`src/rtl/sound_level_packet_receiver_defines.svh`:
```
// Assertion helpers for the sound level packet receiver.
// Both sample on clk_i and are held off while rst_ni is low.
`ifndef SOUND_LEVEL_PACKET_RECEIVER_DEFINES_SVH
`define SOUND_LEVEL_PACKET_RECEIVER_DEFINES_SVH

`ifndef SYNTHESIS
`define SLPR_ASSERT(name, prop) \
  name: assert property (@(posedge clk_i) disable iff (!rst_ni) (prop)) \
    else $error("slpr assertion failed");
`define SLPR_ASSERT_NEVER(name, cond) \
  name: assert property (@(posedge clk_i) disable iff (!rst_ni) !(cond)) \
    else $error("slpr forbidden condition seen");
`else
`define SLPR_ASSERT(name, prop)
`define SLPR_ASSERT_NEVER(name, cond)
`endif

`endif

```
`src/rtl/slpr_pkg.sv`:
```
package slpr_pkg;

  typedef enum logic [1:0] {
    KIND_CMD    = 2'd0,
    KIND_MEAS   = 2'd1,
    KIND_REJECT = 2'd2
  } kind_e;

  typedef enum logic [2:0] {
    ERR_OK     = 3'd0,
    ERR_HEADER = 3'd1,
    ERR_MEAS   = 3'd2,
    ERR_SUM    = 3'd3,
    ERR_MODE   = 3'd4,
    ERR_CFG    = 3'd5
  } err_e;

  typedef enum logic [1:0] {
    PH_IDLE    = 2'b01,
    PH_COLLECT = 2'b10
  } phase_e;

  localparam logic [7:0] READY_BYTE = 8'h10;
  localparam logic [7:0] CMD_BYTE   = 8'h20;
  localparam logic [7:0] HDR_BYTE0  = 8'h08;
  localparam logic [7:0] HDR_BYTE1  = 8'h04;
  localparam logic [7:0] MEAS_BYTE  = 8'h01;
  localparam logic [7:0] DIGIT_MAX  = 8'h09;

  localparam logic [3:0] IDX_HDR0       = 4'd0;
  localparam logic [3:0] IDX_HDR1       = 4'd1;
  localparam logic [3:0] IDX_MODE       = 4'd2;
  localparam logic [3:0] IDX_FIRST_DIG  = 4'd3;
  localparam logic [3:0] IDX_LAST_DIG   = 4'd7;
  localparam logic [3:0] IDX_MEAS       = 4'd8;
  localparam logic [3:0] IDX_SUM        = 4'd9;

  localparam int unsigned LEVEL_W = 17;

endpackage

```
`src/rtl/sound_level_packet_receiver.sv`:
```
// A byte is taken into the input register; any result it yields is then registered in the output register.
// Throughput: one byte per cycle; the input register stalls only while a result is
// held unread in the output register.
// Reset (asynchronous, active low) returns to idle, waiting for the ready byte, with
// both pipeline registers empty. Packet bytes kept for the checks carry no reset.
`include "sound_level_packet_receiver_defines.svh"

module sound_level_packet_receiver (
  input  logic        clk_i,
  input  logic        rst_ni,
  input  logic        in_valid_i,
  output logic        in_ready_o,
  input  logic [7:0]  rx_byte_i,
  output logic        out_valid_o,
  input  logic        out_ready_i,
  output logic [1:0]  kind_o,
  output logic [7:0]  command_byte_o,
  output logic [16:0] level_tenths_o,
  output logic        hold_o,
  output logic [1:0]  freq_weight_o,
  output logic [1:0]  time_weight_o,
  output logic        over_alarm_o,
  output logic        long_average_o,
  output logic [2:0]  error_code_o
);

  localparam int unsigned LW = slpr_pkg::LEVEL_W;

  // input register
  logic       in_valid_q;
  logic [7:0] in_byte_q;

  // receiver state
  slpr_pkg::phase_e phase_q, phase_d;
  logic [3:0]    count_q, count_d;
  logic [7:0]    sum_q, sum_d;
  logic [LW-1:0] level_q, level_d;
  logic [7:0]    hdr0_q, hdr1_q, mode_q, meas_q;

  // output register
  logic             out_valid_q;
  slpr_pkg::kind_e  kind_q, kind_d;
  logic [7:0]       cmd_q, cmd_d;
  logic [LW-1:0]    lvl_out_q, lvl_out_d;
  logic             hold_q, hold_d;
  logic [1:0]       fw_q, fw_d;
  logic [1:0]       tw_q, tw_d;
  logic             alarm_q, alarm_d;
  logic             lavg_q, lavg_d;
  slpr_pkg::err_e   err_q, err_d;

  logic proc;
  logic has_result;

  assign proc       = in_valid_q && (!out_valid_q || out_ready_i);
  assign in_ready_o = !in_valid_q || proc;

  always_comb begin
    logic [3:0] mode_nib;
    logic [3:0] cfg_nib;
    logic       is_digit;
    logic [1:0] fw;
    logic [1:0] tw;
    logic       alarm;
    logic       lavg;

    phase_d    = phase_q;
    count_d    = count_q;
    sum_d      = sum_q;
    level_d    = level_q;
    has_result = 1'b0;
    kind_d     = slpr_pkg::KIND_CMD;
    cmd_d      = '0;
    lvl_out_d  = '0;
    hold_d     = 1'b0;
    fw_d       = '0;
    tw_d       = '0;
    alarm_d    = 1'b0;
    lavg_d     = 1'b0;
    err_d      = slpr_pkg::ERR_OK;

    mode_nib = mode_q[7:4];
    cfg_nib  = mode_q[3:0];
    is_digit = (in_byte_q <= slpr_pkg::DIGIT_MAX);
    fw       = '0;
    tw       = '0;
    alarm    = 1'b0;
    lavg     = 1'b0;

    // weighting decode from the config nibble
    if (cfg_nib <= 4'd5) begin
      fw = cfg_nib[2:1];
      tw = cfg_nib[0] ? 2'd2 : 2'd1;
    end else if (cfg_nib <= 4'd7) begin
      tw    = cfg_nib[0] ? 2'd2 : 2'd1;
      alarm = 1'b1;
    end else if (cfg_nib <= 4'd9) begin
      tw   = 2'd1;
      lavg = 1'b1;
    end else if (cfg_nib <= 4'd11) begin
      tw   = 2'd2;
      lavg = 1'b1;
    end else begin
      fw = 2'd2;
    end

    case (phase_q)
      slpr_pkg::PH_IDLE: begin
        if (in_byte_q == slpr_pkg::READY_BYTE) begin
          has_result = 1'b1;
          kind_d     = slpr_pkg::KIND_CMD;
          cmd_d      = slpr_pkg::CMD_BYTE;
          phase_d    = slpr_pkg::PH_COLLECT;
          count_d    = '0;
          sum_d      = '0;
          level_d    = '0;
        end
      end
      slpr_pkg::PH_COLLECT: begin
        count_d = count_q + 4'd1;
        sum_d   = sum_q + in_byte_q;
        if (count_q >= slpr_pkg::IDX_FIRST_DIG && count_q <= slpr_pkg::IDX_LAST_DIG
            && is_digit) begin
          level_d = LW'({level_q, 3'b000}) + LW'({level_q, 1'b0}) + LW'(in_byte_q);
        end
        if (count_q == slpr_pkg::IDX_SUM) begin
          has_result = 1'b1;
          phase_d    = slpr_pkg::PH_IDLE;
          count_d    = '0;
          kind_d     = slpr_pkg::KIND_REJECT;
          if (hdr0_q != slpr_pkg::HDR_BYTE0 || hdr1_q != slpr_pkg::HDR_BYTE1) begin
            err_d = slpr_pkg::ERR_HEADER;
          end else if (meas_q != slpr_pkg::MEAS_BYTE) begin
            err_d = slpr_pkg::ERR_MEAS;
          end else if (sum_q != in_byte_q) begin
            err_d = slpr_pkg::ERR_SUM;
          end else if (mode_nib != 4'd1 && mode_nib != 4'd2) begin
            err_d = slpr_pkg::ERR_MODE;
          end else if (cfg_nib > 4'd13) begin
            err_d = slpr_pkg::ERR_CFG;
          end else begin
            kind_d    = slpr_pkg::KIND_MEAS;
            lvl_out_d = level_q;
            hold_d    = (mode_nib == 4'd2);
            fw_d      = fw;
            tw_d      = tw;
            alarm_d   = alarm;
            lavg_d    = lavg;
          end
        end
      end
      default: begin
        phase_d = slpr_pkg::PH_IDLE;
        count_d = '0;
      end
    endcase
  end

  always_ff @(posedge clk_i or negedge rst_ni) begin
    if (!rst_ni) begin
      in_valid_q  <= 1'b0;
      out_valid_q <= 1'b0;
      phase_q     <= slpr_pkg::PH_IDLE;
      count_q     <= '0;
    end else begin
      if (in_ready_o) begin
        in_valid_q <= in_valid_i;
      end
      if (proc) begin
        phase_q <= phase_d;
        count_q <= count_d;
      end
      if (proc && has_result) begin
        out_valid_q <= 1'b1;
      end else if (out_ready_i) begin
        out_valid_q <= 1'b0;
      end
    end
  end

  always_ff @(posedge clk_i) begin
    if (in_valid_i && in_ready_o) begin
      in_byte_q <= rx_byte_i;
    end
    if (proc) begin
      sum_q   <= sum_d;
      level_q <= level_d;
      if (phase_q == slpr_pkg::PH_COLLECT) begin
        case (count_q)
          slpr_pkg::IDX_HDR0: hdr0_q <= in_byte_q;
          slpr_pkg::IDX_HDR1: hdr1_q <= in_byte_q;
          slpr_pkg::IDX_MODE: mode_q <= in_byte_q;
          slpr_pkg::IDX_MEAS: meas_q <= in_byte_q;
          default: ;
        endcase
      end
    end
    if (proc && has_result) begin
      kind_q    <= kind_d;
      cmd_q     <= cmd_d;
      lvl_out_q <= lvl_out_d;
      hold_q    <= hold_d;
      fw_q      <= fw_d;
      tw_q      <= tw_d;
      alarm_q   <= alarm_d;
      lavg_q    <= lavg_d;
      err_q     <= err_d;
    end
  end

  assign out_valid_o    = out_valid_q;
  assign kind_o         = kind_q;
  assign command_byte_o = cmd_q;
  assign level_tenths_o = lvl_out_q;
  assign hold_o         = hold_q;
  assign freq_weight_o  = fw_q;
  assign time_weight_o  = tw_q;
  assign over_alarm_o   = alarm_q;
  assign long_average_o = lavg_q;
  assign error_code_o   = err_q;

  `SLPR_ASSERT(a_count_range, count_q <= slpr_pkg::IDX_SUM)
  `SLPR_ASSERT(a_idle_count_zero, phase_q == slpr_pkg::PH_IDLE |-> count_q == 4'd0)
  `SLPR_ASSERT(a_cmd_fields, out_valid_q && kind_q == slpr_pkg::KIND_CMD |-> cmd_q == slpr_pkg::CMD_BYTE && err_q == slpr_pkg::ERR_OK)
  `SLPR_ASSERT(a_kind_err_match, out_valid_q |-> (kind_q == slpr_pkg::KIND_REJECT) == (err_q != slpr_pkg::ERR_OK))
  `SLPR_ASSERT(a_result_from_proc, $rose(out_valid_q) |-> $past(proc))
  `SLPR_ASSERT_NEVER(a_no_drop, out_valid_q && !out_ready_i && proc && has_result)

endmodule

```
`config.mk`:
```
export PLATFORM = sky130hd
export DESIGN_NAME = sound_level_packet_receiver
export DESIGN_NICKNAME = d
export VERILOG_FILES = /design/src/rtl/slpr_pkg.sv /design/src/rtl/sound_level_packet_receiver.sv
export VERILOG_INCLUDE_DIRS = /design/src /design/src/rtl
export SDC_FILE = /design/constraint.sdc
export NUM_CORES = 1
export LEC_CHECK = 0
export ABC_CLOCK_PERIOD_IN_PS = 4400
export BUFFER_PORTS_ARGS = -buffer_cell sky130_fd_sc_hd__buf_2
export CORE_ASPECT_RATIO = 0.6
export CORE_MARGIN = 2
export CORE_UTILIZATION = 55
export DETAILED_ROUTE_END_ITERATION = 10
export GPL_TIMING_DRIVEN = 0
export PLACE_DENSITY = 0.75
export SLEW_MARGIN = 20
export SYNTH_ARGS = -nofsm -noshare
export SYNTH_HDL_FRONTEND = slang
export SYNTH_SLANG_ARGS = --single-unit
```
`constraint.sdc`:
```
create_clock -name clk_i -period 4.4 [get_ports clk_i]
set_input_delay 0.88 -clock clk_i [delete_from_list [all_inputs] [get_ports clk_i]]
set_output_delay 0.88 -clock clk_i [all_outputs]
set_load 0.005 [all_outputs]
```
==> results of run 1 <==
critical path, stage by stage (launching register included):
cell                       delay (ps)
sky130_fd_sc_hd__edfxtp_1         560
sky130_fd_sc_hd__ha_1             450
sky130_fd_sc_hd__nor4_1           310
sky130_fd_sc_hd__nand3_1          230
sky130_fd_sc_hd__or4b_1           540
sky130_fd_sc_hd__buf_2            160
sky130_fd_sc_hd__or4_1            390
sky130_fd_sc_hd__buf_2            170
sky130_fd_sc_hd__nor4b_2          210
cell families (layout without fill, tap and decap cells):
logic type,Yosys count,after routing,share of synthesized area [%]
adder cells (fa/ha/maj),40,40,10.6
flip-flops,103,103,58.4
AO/OA/AOI/OAI,72,72,8.92
XOR/XNOR,9,9,1.51
multiplexers,6,6,1.20
other,1,7,0.0717
buffers and inverters,40,102,3.44
AND/OR/NAND/NOR,149,149,15.9
where the power goes:
group	total (mW)	switching [mW]	leakage, nW	internal [mW]
Combinational	0.954	0.588	1.22	0.367
Sequential	1.27	0.0705	1.05	1.20
Clock	0.775	0.338	0.146	0.437
Total	2.99	0.996	2.42	2.00
layout make-up:
cell class	instances	area share (%)
flip-flops and latches	103	51.1
multi-input cells	283	34.1
clock buffers	13	4.54
repair buffers	46	4.21
well taps	130	2.72
plain buffers	19	1.69
inverters	21	1.32
clock inverters	3	0.356
cells in the mapped netlist (6+ instances only):
cell type and number:
sky130_fd_sc_hd__nor4b_1 6, sky130_fd_sc_hd__a21o_1 7, sky130_fd_sc_hd__buf_4 7, sky130_fd_sc_hd__edfxtp_1 95, sky130_fd_sc_hd__dfrtp_1 7, sky130_fd_sc_hd__fa_1 7, sky130_fd_sc_hd__and2_1 20, sky130_fd_sc_hd__nand2_1 24
sky130_fd_sc_hd__nor3_1 12, sky130_fd_sc_hd__inv_1 21, sky130_fd_sc_hd__clkbuf_1 9, sky130_fd_sc_hd__nand3_1 14, sky130_fd_sc_hd__ha_1 33, sky130_fd_sc_hd__nand2b_1 8, sky130_fd_sc_hd__o21ai_0 16, sky130_fd_sc_hd__a21oi_1 19
sky130_fd_sc_hd__nor2_1 29
layer usage:
| layer | vias up | wire [um] |
|---|---|---|
| met1 | 1645 | 4970 |
| met2 | 155 | 4330 |
| li1 | 1687 | - |
| met3 | 14 | 1000 |
| met5 | - | 0 |
| met4 | 0 | 116 |
worst max-delay path by stage:
stage                             from                 end  slack (ps)  cells past startpoint
after global routing      in_byte_q[2]  level_tenths_o[16]         930                      8
after CTS                 in_byte_q[2]    freq_weight_o[0]        1220                      8
final                     in_byte_q[2]    freq_weight_o[0]        1200                      8
after detailed placement  in_byte_q[2]    freq_weight_o[0]        1250                      8
after global placement    in_byte_q[1]    time_weight_o[0]         570                      4
after floorplan           in_byte_q[1]   command_byte_o[5]        1420                      4
sequential cells by signal, summed over array words and instances (netlist names):
signal / count
level_q: 17
level_tenths_o: 17
hdr0_q: 8
hdr1_q: 8
in_byte_q: 8
meas_q: 8
mode_q: 8
sum_q: 8
count_q: 4
error_code_o: 3
freq_weight_o: 2
kind_o: 2
phase_q: 2
time_weight_o: 2
command_byte_o: 1
hold_o: 1
in_valid_q: 1
long_average_o: 1
out_valid_o: 1
over_alarm_o: 1
through the flow:
stage	area (um2)	util, %	power [mW]
6_report	5980	64.8	2.99
5_1_grt	5980	64.8	3.17
4_1_cts	5980	64.8	2.99
3_5_place_dp	5690	61.7	2.22
3_3_place_gp	5630	61.1	2.16
2_1_floorplan	5260	-	1.96
==> results.md, run 1 <==
- In this run the remaining antenna-violating nets after routing total 0.
- For the pin with the worst max-slew slack, the measured transition is 1070 ps.
- The average detailed-routed wire length per instance is 16.9 um.
- The kind of critical path is flip-flop to flip-flop.
- After synthesis, the netlist uses 57 different library cells.
- met1 is the most crowded layer.
- The final wirelength is 10400 um.
- For this run the aggregate overflow at the end of global routing stands at 0.
- The total of hold buffers inserted after clock tree synthesis is 0.
- Leaving out fill and tap cells, the most frequent cells in the layout are sky130_fd_sc_hd__edfxtp_1, sky130_fd_sc_hd__buf_2, sky130_fd_sc_hd__ha_1.
- Dividing total power by cell area gives a power density of 501 mW/mm2.
- The net count of the finished layout is 535.
- The summed instance area of the synthesized netlist is 0.00523 mm2.
- The routing usage on met3 is 6.17%.
- The worst endpoint required time is 4570 ps.
- STA classifies the critical path endpoint as a flip-flop.
- Setup repair after global routing left no endpoint under its margin.
- The final hold slack is 366 ps.
- The final-report setup violation count is 0.
- Global routing consumed, on the met2 layer, 31.3% of the routing resources.
- The aggregate negative setup slack is 0 ps.
- The endpoint of the most critical register-to-register path is freq_weight_o[0].
- The number of gates resized after CTS was 0.
- Routability-driven placement finished with a final weighted congestion of 0.897.
- The die boundary height is 79.6 um.
- The final worst setup slack is 1200 ps.
- The post-CTS setup-driven buffer insertion count is 0.
- Across all register-to-register paths, the minimum setup slack is 1200 ps.
- The number of cells on the worst reg-to-reg path is 8.
- The total area inside the core boundary comes to 0.00922 mm2.
- The sequential cells in the finished layout cover a total of 0.00305 mm2.
- The number of synthesized flops with an enable pin is 95.
- Along the worst path, the maximum fanout reaches 8.
- The met1 track demand over resource in global routing is 33.0%.
- Among all flip-flop cells after synthesis, the most frequent one is sky130_fd_sc_hd__edfxtp_1.
- The sequential fraction of the synthesis area is 58.4%.
- The proportion of synthesized flip-flops having asynchronous set or reset is 7.77%.
- TritonCTS built the clock tree.
- The largest total area in the synthesized netlist belongs to sky130_fd_sc_hd__edfxtp_1.
- The placement row count is 27.
- The number of vias in the routed layout is 3501.
- The min-delay analysis places its worst path in the category input port to async pin.
- After synthesis the netlist holds a flip-flop and latch count of 103.
- The cell count after placement is 602.
- The clock skew after layout is 7.74 ps.
- The number of iterations in the first detailed-routing pass is 5.
- For this design the static power due to leakage is 2.42 nW.
- The most common library cell in the layout ignoring fill and taps is sky130_fd_sc_hd__edfxtp_1.
- The die covers 0.0103 mm2.
- After filler insertion, the fill cell instance count of the layout stands at 704.
- Measured along the x axis, the die boundary spans 130 um.
- The maximum clock frequency is 312 MHz.
- OpenSTA, run right after detailed placement, puts the worst setup slack at 1250 ps.
- The boundary pin count is 51.
- At the later pin of the worst-skew pair, clock insertion delay measures 350 ps.
- The cell sitting at the root of the clock tree is a sky130_fd_sc_hd__clkbuf_16.
- The antenna diode count is 0.
- The run finished with clean final reports.
- The TritonCTS buffer count is 9.
- During synthesis, Yosys emitted a total of 0 warnings.
- The H-tree generated during clock tree synthesis spans 3 levels.
- The final critical-path required period is 3200 ps.
- After synthesis, the cell types taking the most area are sky130_fd_sc_hd__edfxtp_1, sky130_fd_sc_hd__ha_1, sky130_fd_sc_hd__dfrtp_1, sky130_fd_sc_hd__fa_1, sky130_fd_sc_hd__and2_1.
- The number of I/O port buffers is 43.
- For this run, the number of standard cells in the final layout without fillers is 618.
- The via count of the first global-routing pass was 3293.
- Across the VDD grid, the largest voltage drop is 0.310 mV.
- The maximum clock insertion buffer count is 2.
- Once the floorplan was initialized, standard cells occupied 56.7% of the core.
- In the routed layout, each cell is associated on average with a via count of 5.67.
- The first-pass GRT wire length is 16900 um.
- The mean instance size in the synthesized netlist is 12.5 um2.
- The post-CTS clock slew at the launch and capture registers of the worst setup and hold paths is 60 ps.
- STA puts the critical path data arrival time at 3370 ps.
- The detailed router finished its first iteration with 283 violations.
- The estimated wirelength of the detail-placed design is 7670 um.
- In the final layout, the share of cells above drive strength 1 is 16.4%.
- The initial antenna violation count was 0.
- The clock drives 103 sinks.
- The synthesized netlist cell count is 420.
- The final count of pins violating max slew is 0.
- In this run the biggest area consumer among cell types represents 54.5% of the synthesized area.
- In the routed design, unresolved DRC markers number 0.
- The startpoint type of the worst setup path is a flip-flop.
- The layout-stage area growth over the synthesis result is 14.3%.
- The start of the worst register-to-register path is in_byte_q[2].
- Across the run, the number of max-cap violations was 0.
- Entering global routing, the biggest net connects 30 pins.
- The worst-case headroom to the max-slew limit is 28.2%.
- The number of hold-slack violations in the final timing report is 0.
- Summing all multi-input logic gate instances after layout gives 0.00204 mm2.
- The global routing usage summed across all routing layers is 21.9%.
- The worst path uses 72.8% of the clock period.
Power figures use the tool's default switching activity.
==> inputs of run 2 (changes only) <==
--- a/config.mk
+++ b/config.mk
@@ -6,7 +6,7 @@
 export SDC_FILE = /design/constraint.sdc
 export NUM_CORES = 1
 export LEC_CHECK = 0
-export ABC_CLOCK_PERIOD_IN_PS = 4400
+export ABC_CLOCK_PERIOD_IN_PS = 3300
 export BUFFER_PORTS_ARGS = -buffer_cell sky130_fd_sc_hd__buf_2
 export CORE_ASPECT_RATIO = 0.6
 export CORE_MARGIN = 2
==> constraint.sdc (replaced) <==
create_clock -name clk_i -period 3.3 [get_ports clk_i]
set_input_delay 0.66 -clock clk_i [delete_from_list [all_inputs] [get_ports clk_i]]
set_output_delay 0.66 -clock clk_i [all_outputs]
set_load 0.005 [all_outputs]
==> run 2 against run 1 <==
Compared with the run above: worst setup slack worse by 1000 ps; first-iteration DRC count grew 20%; clock-buffer cell count did not move; core utilization is 0.50 points higher; sequential power increased by 32%; combinational power up 34%; sequential share of layout area fell by 0.39 points; clock skew about the same; largest cell class unchanged; fmax increased by 2.3%; clock power grew 33%.
==> results.md, run 2 (same netlist as run 1, synthesis figures left out) <==
- The estimated wirelength of the detail-placed design is 7670 um (unchanged).
- The via count of the first global-routing pass is 3293 (unchanged).
- The final wirelength was 10500 um (was 10400 um).
- The clock insertion delay at the later pin of the skew report came to 350 ps (about the same).
- The final period utilization is 94.9% (was 72.8%).
- The startpoint type of the worst setup path is a flip-flop (unchanged).
- The global routing usage summed across all routing layers came to 21.9% (unchanged).
- The number of hold-slack violations in the final timing report is 0 (unchanged).
- The pin count of the biggest net entering global routing is 30 (unchanged).
- The arrival time of data at the critical path endpoint came to 3300 ps (was 3370 ps).
- The final cell count without fillers is 624 (was 618).
- The final core area utilization is 65.3% (was 64.8%).
- The worst endpoint required time is 3470 ps (was 4570 ps).
- The maximum clock insertion buffer count came to 2 (unchanged).
- The first-pass GRT wire length is 16900 um (unchanged).
- The most common library cell in the layout ignoring fill and taps is sky130_fd_sc_hd__edfxtp_1 (unchanged).
- The post-CTS clock slew at the launch and capture registers of the worst setup and hold paths was 60 ps (about the same).
- The core box area was 0.00922 mm2 (unchanged).
- Run status: complete, no violations (unchanged).
- The worst-case headroom to the max-slew limit is 29.5% (was 28.2%).
- Commonest non-fill, non-tap cells in the layout: sky130_fd_sc_hd__edfxtp_1, sky130_fd_sc_hd__buf_2, sky130_fd_sc_hd__ha_1 (unchanged).
- The maximum single-stage delay on the critical path is 590 ps (was 560 ps).
- The layout cell share with drive strength beyond 1 is 17.6% (was 16.4%).
- The kind of critical path is flip-flop to flip-flop (unchanged).
- The average via count per standard cell was 5.66 (was 5.67).
- The area enclosed by the die boundary is 0.0103 mm2 (unchanged).
- The number of iterations in the first detailed-routing pass is 5 (unchanged).
- The root cell of the clock tree is sky130_fd_sc_hd__clkbuf_16 (unchanged).
- The final critical-path required period was 3130 ps (was 3200 ps).
- The highest ir drop seen on vdd was 0.414 mV (was 0.310 mV).
- The final weighted congestion of routability-driven global placement is 0.897 (unchanged).
- The cell occurring most often along the worst timing path is sky130_fd_sc_hd__buf_2 (unchanged).
- The final-report setup violation count is 0 (unchanged).
- The starting density of the core is 56.7% (unchanged).
- The number of levels the H-tree was split into is 3 (unchanged).
- The cell count after placement is 602 (unchanged).
- The total power after layout is 4.00 mW (was 2.99 mW).
- The boundary pin count is 51 (unchanged).
- The post-route DRC violation count is 0 (unchanged).
- The final worst setup slack is 168 ps (was 1200 ps).
- Setup repair after global routing missed its margin: no (unchanged).
- The average detailed-routed wire length per instance is 16.7 um (was 16.9 um).
- The worst slack at placement is 150 ps (was 1250 ps).
- The clock skew after layout was 7.71 ps (was 7.74 ps).
- The path category of the worst min-delay check is input port to async pin (unchanged).
- The TritonCTS buffer count is 9 (unchanged).
- The maximum net fanout on the critical path is 8 (unchanged).
- The cell with the biggest individual delay on the critical path is sky130_fd_sc_hd__edfxtp_1 (unchanged).
- The floorplan die width is 130 um (unchanged).
- The max capacitance violation total came to 0 (unchanged).
- The power density relative to cell area came to 663 mW/mm2 (was 501 mW/mm2).
- The initial antenna violation count is 0 (unchanged).
- The aggregate negative setup slack is 0 ps (unchanged).
- The maximum clock frequency is 319 MHz (was 312 MHz).
- The number of I/O port buffers is 43 (unchanged).
- The cell area after placement is 0.00569 mm2 (unchanged).
- The final hold slack is 145 ps (was 366 ps).
- The measured slew at the worst slew-check pin is 1050 ps (was 1070 ps).
- Critical path cell sequence: ha_1, nor3_1, nand3_1, or4b_1, buf_2, or4_1, buf_2, nor4b_2 (was ha_1, nor4_1, nand3_1, or4b_1, buf_2, or4_1, buf_2, nor4b_2).
- The sort of element at the end of the critical path is a flip-flop (unchanged).
- The antenna violation net count after detailed routing is 0 (unchanged).
- The placement row count is 27 (unchanged).
- The antenna diode count is 0 (unchanged).
- The clock sink count came to 103 (unchanged).
- The clock tree from TritonCTS was yes (unchanged).
- The net count of the finished layout was 541 (was 535).
- The number of vias in the routed layout is 3530 (was 3501).
- The final instance area is 0.00603 mm2 (was 0.00598 mm2).
- The total overflow reported by the global router was 0 (unchanged).
- The die boundary height is 79.6 um (unchanged).
- The final count of pins violating max slew is 0 (unchanged).
- The leakage power total is 2.45 nW (was 2.42 nW).
- The violation count after the first detailed-routing iteration is 341 (was 283).
- The total of hold buffers inserted after clock tree synthesis is 0 (unchanged).
- The layout-stage area growth over the synthesis result is 15.2% (was 14.3%).
[run 2: changes by cell type in the layout (fill, tap and decap cells not counted), sizes merged]
cell,before,now
buf,56,62
[run 2: per-layer routing]
metal	track usage, %	wire length (um)
met5	0	0
met2	31.3	4450
met1	33.0	4990
met3	6.17	893
met4	5.70	116
[run 2: worst paths after layout]
path	from	endpoint	slack [ps]	cells after the start
max in group asynchronous	rst_ni	phase_q[0]	2920	1
worst min register to register	phase_q[0]	phase_q[0]	520	2
worst max register to register	in_byte_q[4]	freq_weight_o[0]	170	8
worst min-delay path	rst_ni	phase_q[1]	140	1
min in group clk_i	rx_byte_i[1]	in_byte_q[1]	490	1
worst max-delay path	in_byte_q[4]	freq_weight_o[0]	170	8
[run 2: area by class of cell]
type | instances | area [um2]
fillers | 703 | 3200
flip-flops and latches | 103 | 3050
multi-input cells | 283 | 2040
repair buffers | 52 | 297
clock buffers | 13 | 272
well taps | 130 | 163
plain buffers | 19 | 103
inverters | 21 | 78.8
clock inverters | 3 | 21.3
[run 2: repair_timing]
| action | in CTS | in global routing |
|---|---|---|
| setup endpoints to repair | 0 | 14 |
| resized for setup | 0 | 2 |
| buffers inserted | 0 | 6 |
[run 2: power breakdown]
group	switching [mW]	internal (mW)
registers	0.0897	1.59
logic	0.788	0.494
clock network	0.449	0.582
total	1.33	2.67
[run 2: critical path, delay by kind of cell (launching register included)]
kind	cells	cell delay (ps)
flip-flops	1	590
AND/OR/NAND/NOR	5	1600
adder cells (fa/ha/maj)	1	430
buffers and inverters	2	330
==> inputs of run 3 (changes only) <==
--- a/config.mk
+++ b/config.mk
@@ -11,6 +11,7 @@
 export CORE_ASPECT_RATIO = 0.6
 export CORE_MARGIN = 2
 export CORE_UTILIZATION = 55
+export CTS_BUF_LIST = sky130_fd_sc_hd__clkbuf_4 sky130_fd_sc_hd__clkbuf_8 sky130_fd_sc_hd__clkbuf_16
 export DETAILED_ROUTE_END_ITERATION = 10
 export GPL_TIMING_DRIVEN = 0
 export PLACE_DENSITY = 0.75
==> run 3 against run 2 <==
Compared with the run above: worst hold slack hardly changed; critical path type unchanged; register-to-register slack barely moved; final cell count unchanged.
==> results.md, run 3 (same netlist as run 1, synthesis figures left out) <==
- The placement row count is 27 (unchanged).
- Critical path cell sequence: ha_1, nor3_1, nand3_1, or4b_1, buf_2, or4_1, buf_2, nor4b_2 (unchanged).
- The worst path buffer plus inverter count was 2 (unchanged).
- The measured slew at the worst slew-check pin came to 1080 ps (was 1050 ps).
- The final wirelength is 10500 um (about the same).
- Commonest non-fill, non-tap cells in the layout: sky130_fd_sc_hd__edfxtp_1, sky130_fd_sc_hd__buf_2, sky130_fd_sc_hd__ha_1 (unchanged).
- The layout cell share with drive strength beyond 1 is 18.0% (was 17.6%).
- The maximum clock frequency came to 320 MHz (was 319 MHz).
- The clock sink count is 103 (unchanged).
- The initial antenna violation count is 0 (unchanged).
- The maximum clock insertion buffer count is 2 (unchanged).
- The final critical-path required period came to 3120 ps (was 3130 ps).
- The number of levels the H-tree was split into is 3 (unchanged).
- The number of cells on the worst reg-to-reg path was 8 (unchanged).
- The final-report setup violation count is 0 (unchanged).
- The violation count after the first detailed-routing iteration was 337 (was 341).
- The antenna diode count is 0 (unchanged).
- The pin count of the biggest net entering global routing is 30 (unchanged).
- The average detailed-routed wire length per instance is 16.8 um (was 16.7 um).
- The post-route DRC violation count is 0 (unchanged).
- The total power after layout came to 4.01 mW (was 4.00 mW).
- The first-pass GRT wire length came to 16900 um (about the same).
- The via count of the first global-routing pass is 3299 (was 3293).
- The number of vias in the routed layout is 3530 (unchanged).
- The final period utilization was 94.6% (was 94.9%).
- The boundary pin count is 51 (unchanged).
- The area enclosed by the die boundary was 0.0103 mm2 (unchanged).
- The register-to-register setup slack came to 180 ps (was 170 ps).
- The final core area utilization is 65.4% (was 65.3%).
- The start of the worst register-to-register path is in_byte_q[4] (unchanged).
- The endpoint of the worst setup timing path is freq_weight_o[0] (unchanged).
- The final count of pins violating max slew is 0 (unchanged).
- The maximum single-stage delay on the critical path is 590 ps (about the same).
- The path category of the worst min-delay check is input port to async pin (unchanged).
- Setup repair after global routing missed its margin: no (unchanged).
- The arrival time of data at the critical path endpoint came to 3290 ps (was 3300 ps).
- The cell with the biggest individual delay on the critical path is sky130_fd_sc_hd__edfxtp_1 (unchanged).
- The die boundary height is 79.6 um (unchanged).
- The worst-case headroom to the max-slew limit is 27.4% (was 29.5%).
- The maximum net fanout on the critical path is 8 (unchanged).
- The estimated wirelength of the detail-placed design is 7670 um (unchanged).
- Run status: complete, no violations (unchanged).
- The worst endpoint required time is 3470 ps (about the same).
- The kind of critical path is flip-flop to flip-flop (unchanged).
- The net count of the finished layout is 541 (unchanged).
- The worst setup path startpoint is in_byte_q[4] (unchanged).
- The average via count per standard cell is 5.66 (unchanged).
- The floorplan die width was 130 um (unchanged).
- The antenna violation net count after detailed routing is 0 (unchanged).
- The most common library cell in the layout ignoring fill and taps is sky130_fd_sc_hd__edfxtp_1 (unchanged).
- The starting density of the core is 56.7% (unchanged).
- The final hold slack is 145 ps (about the same).
- The root cell of the clock tree is sky130_fd_sc_hd__clkbuf_16 (unchanged).
- The number of I/O port buffers is 43 (unchanged).
- The max capacitance violation total came to 0 (unchanged).
- The dominant delay contributor by cell family on the critical path is simple AND/OR/NAND/NOR gates (unchanged).
- The number of stages on the worst setup path is 8 (unchanged).
- The number of hold-slack violations in the final timing report was 0 (unchanged).
- The power density relative to cell area was 665 mW/mm2 (was 663 mW/mm2).
- The startpoint type of the worst setup path is a flip-flop (unchanged).
- The layout-stage area growth over the synthesis result is 15.3% (was 15.2%).
- The leakage power total is 2.46 nW (was 2.45 nW).
- The core box area was 0.00922 mm2 (unchanged).
- The post-CTS clock slew at the launch and capture registers of the worst setup and hold paths was 60 ps (about the same).
- The final weighted congestion of routability-driven global placement is 0.897 (unchanged).
- The number of iterations in the first detailed-routing pass is 6 (was 5).
- The clock skew after layout is 7.80 ps (was 7.71 ps).
- The endpoint of the most critical register-to-register path is freq_weight_o[0] (unchanged).
- The cell occurring most often along the worst timing path is sky130_fd_sc_hd__buf_2 (unchanged).
- The sort of element at the end of the critical path is a flip-flop (unchanged).
- The clock insertion delay at the later pin of the skew report is 350 ps (about the same).
- The global routing usage summed across all routing layers is 21.9% (about the same).
- The TritonCTS buffer count is 9 (unchanged).
- The total overflow reported by the global router is 0 (unchanged).
- The clock tree from TritonCTS was yes (unchanged).
- The highest ir drop seen on vdd came to 0.413 mV (was 0.414 mV).
run 3: worst min-delay path by stage:
| stage | slack [ps] | startpoint | end | cells past startpoint |
|---|---|---|---|---|
| after floorplan | 360 | rst_ni | count_q[0] | 0 |
| after global placement | 490 | phase_q[0] | phase_q[0] | 2 |
| after detailed placement | 510 | rst_ni | phase_q[1] | 1 |
| after CTS | 140 | rst_ni | phase_q[1] | 1 |
| after global routing | 140 | rst_ni | phase_q[1] | 1 |
| final | 140 | rst_ni | phase_q[1] | 1 |
run 3: final cells by class:
| type | count | area [um2] |
|---|---|---|
| fillers | 704 | 3190 |
| repair buffers | 52 | 297 |
| clock inverters | 3 | 21.3 |
| flip-flops and latches | 103 | 3050 |
| clock buffers | 13 | 279 |
| multi-input cells | 283 | 2040 |
| inverters | 21 | 78.8 |
| plain buffers | 19 | 103 |
| well taps | 130 | 163 |
run 3: routing by layer:
metal | track usage (%) | up-vias | part of all wire, %
met4 | 5.70 | 0 | 1.3
li1 | - | 1701 | -
met2 | 31.3 | 162 | 42
met1 | 33.1 | 1652 | 48
met3 | 6.17 | 15 | 8.6
met5 | 0 | - | 0
run 3: timing repair:
item	CTS	global route
hold buffers	0	0
gates resized for setup	0	2
setup endpoints to repair	0	14
setup buffers	0	6
run 3: metrics by stage:
step           worst slack, ps  setup TNS, ps  std cells  cell area [um2]
5_1_grt                   26.8              0        624             6030
3_5_place_dp               150              0        602             5690
4_1_cts                    123              0        618             5990
6_report                   177              0        624             6030
3_3_place_gp              -528         -16140        599             5630
2_1_floorplan              315              0        426             5260
run 3: where the power goes:
| part | internal, mW | switching, mW |
|---|---|---|
| Clock | 0.599 | 0.450 |
| Combinational | 0.493 | 0.789 |
| Sequential | 1.59 | 0.0892 |
| Total | 2.69 | 1.33 |
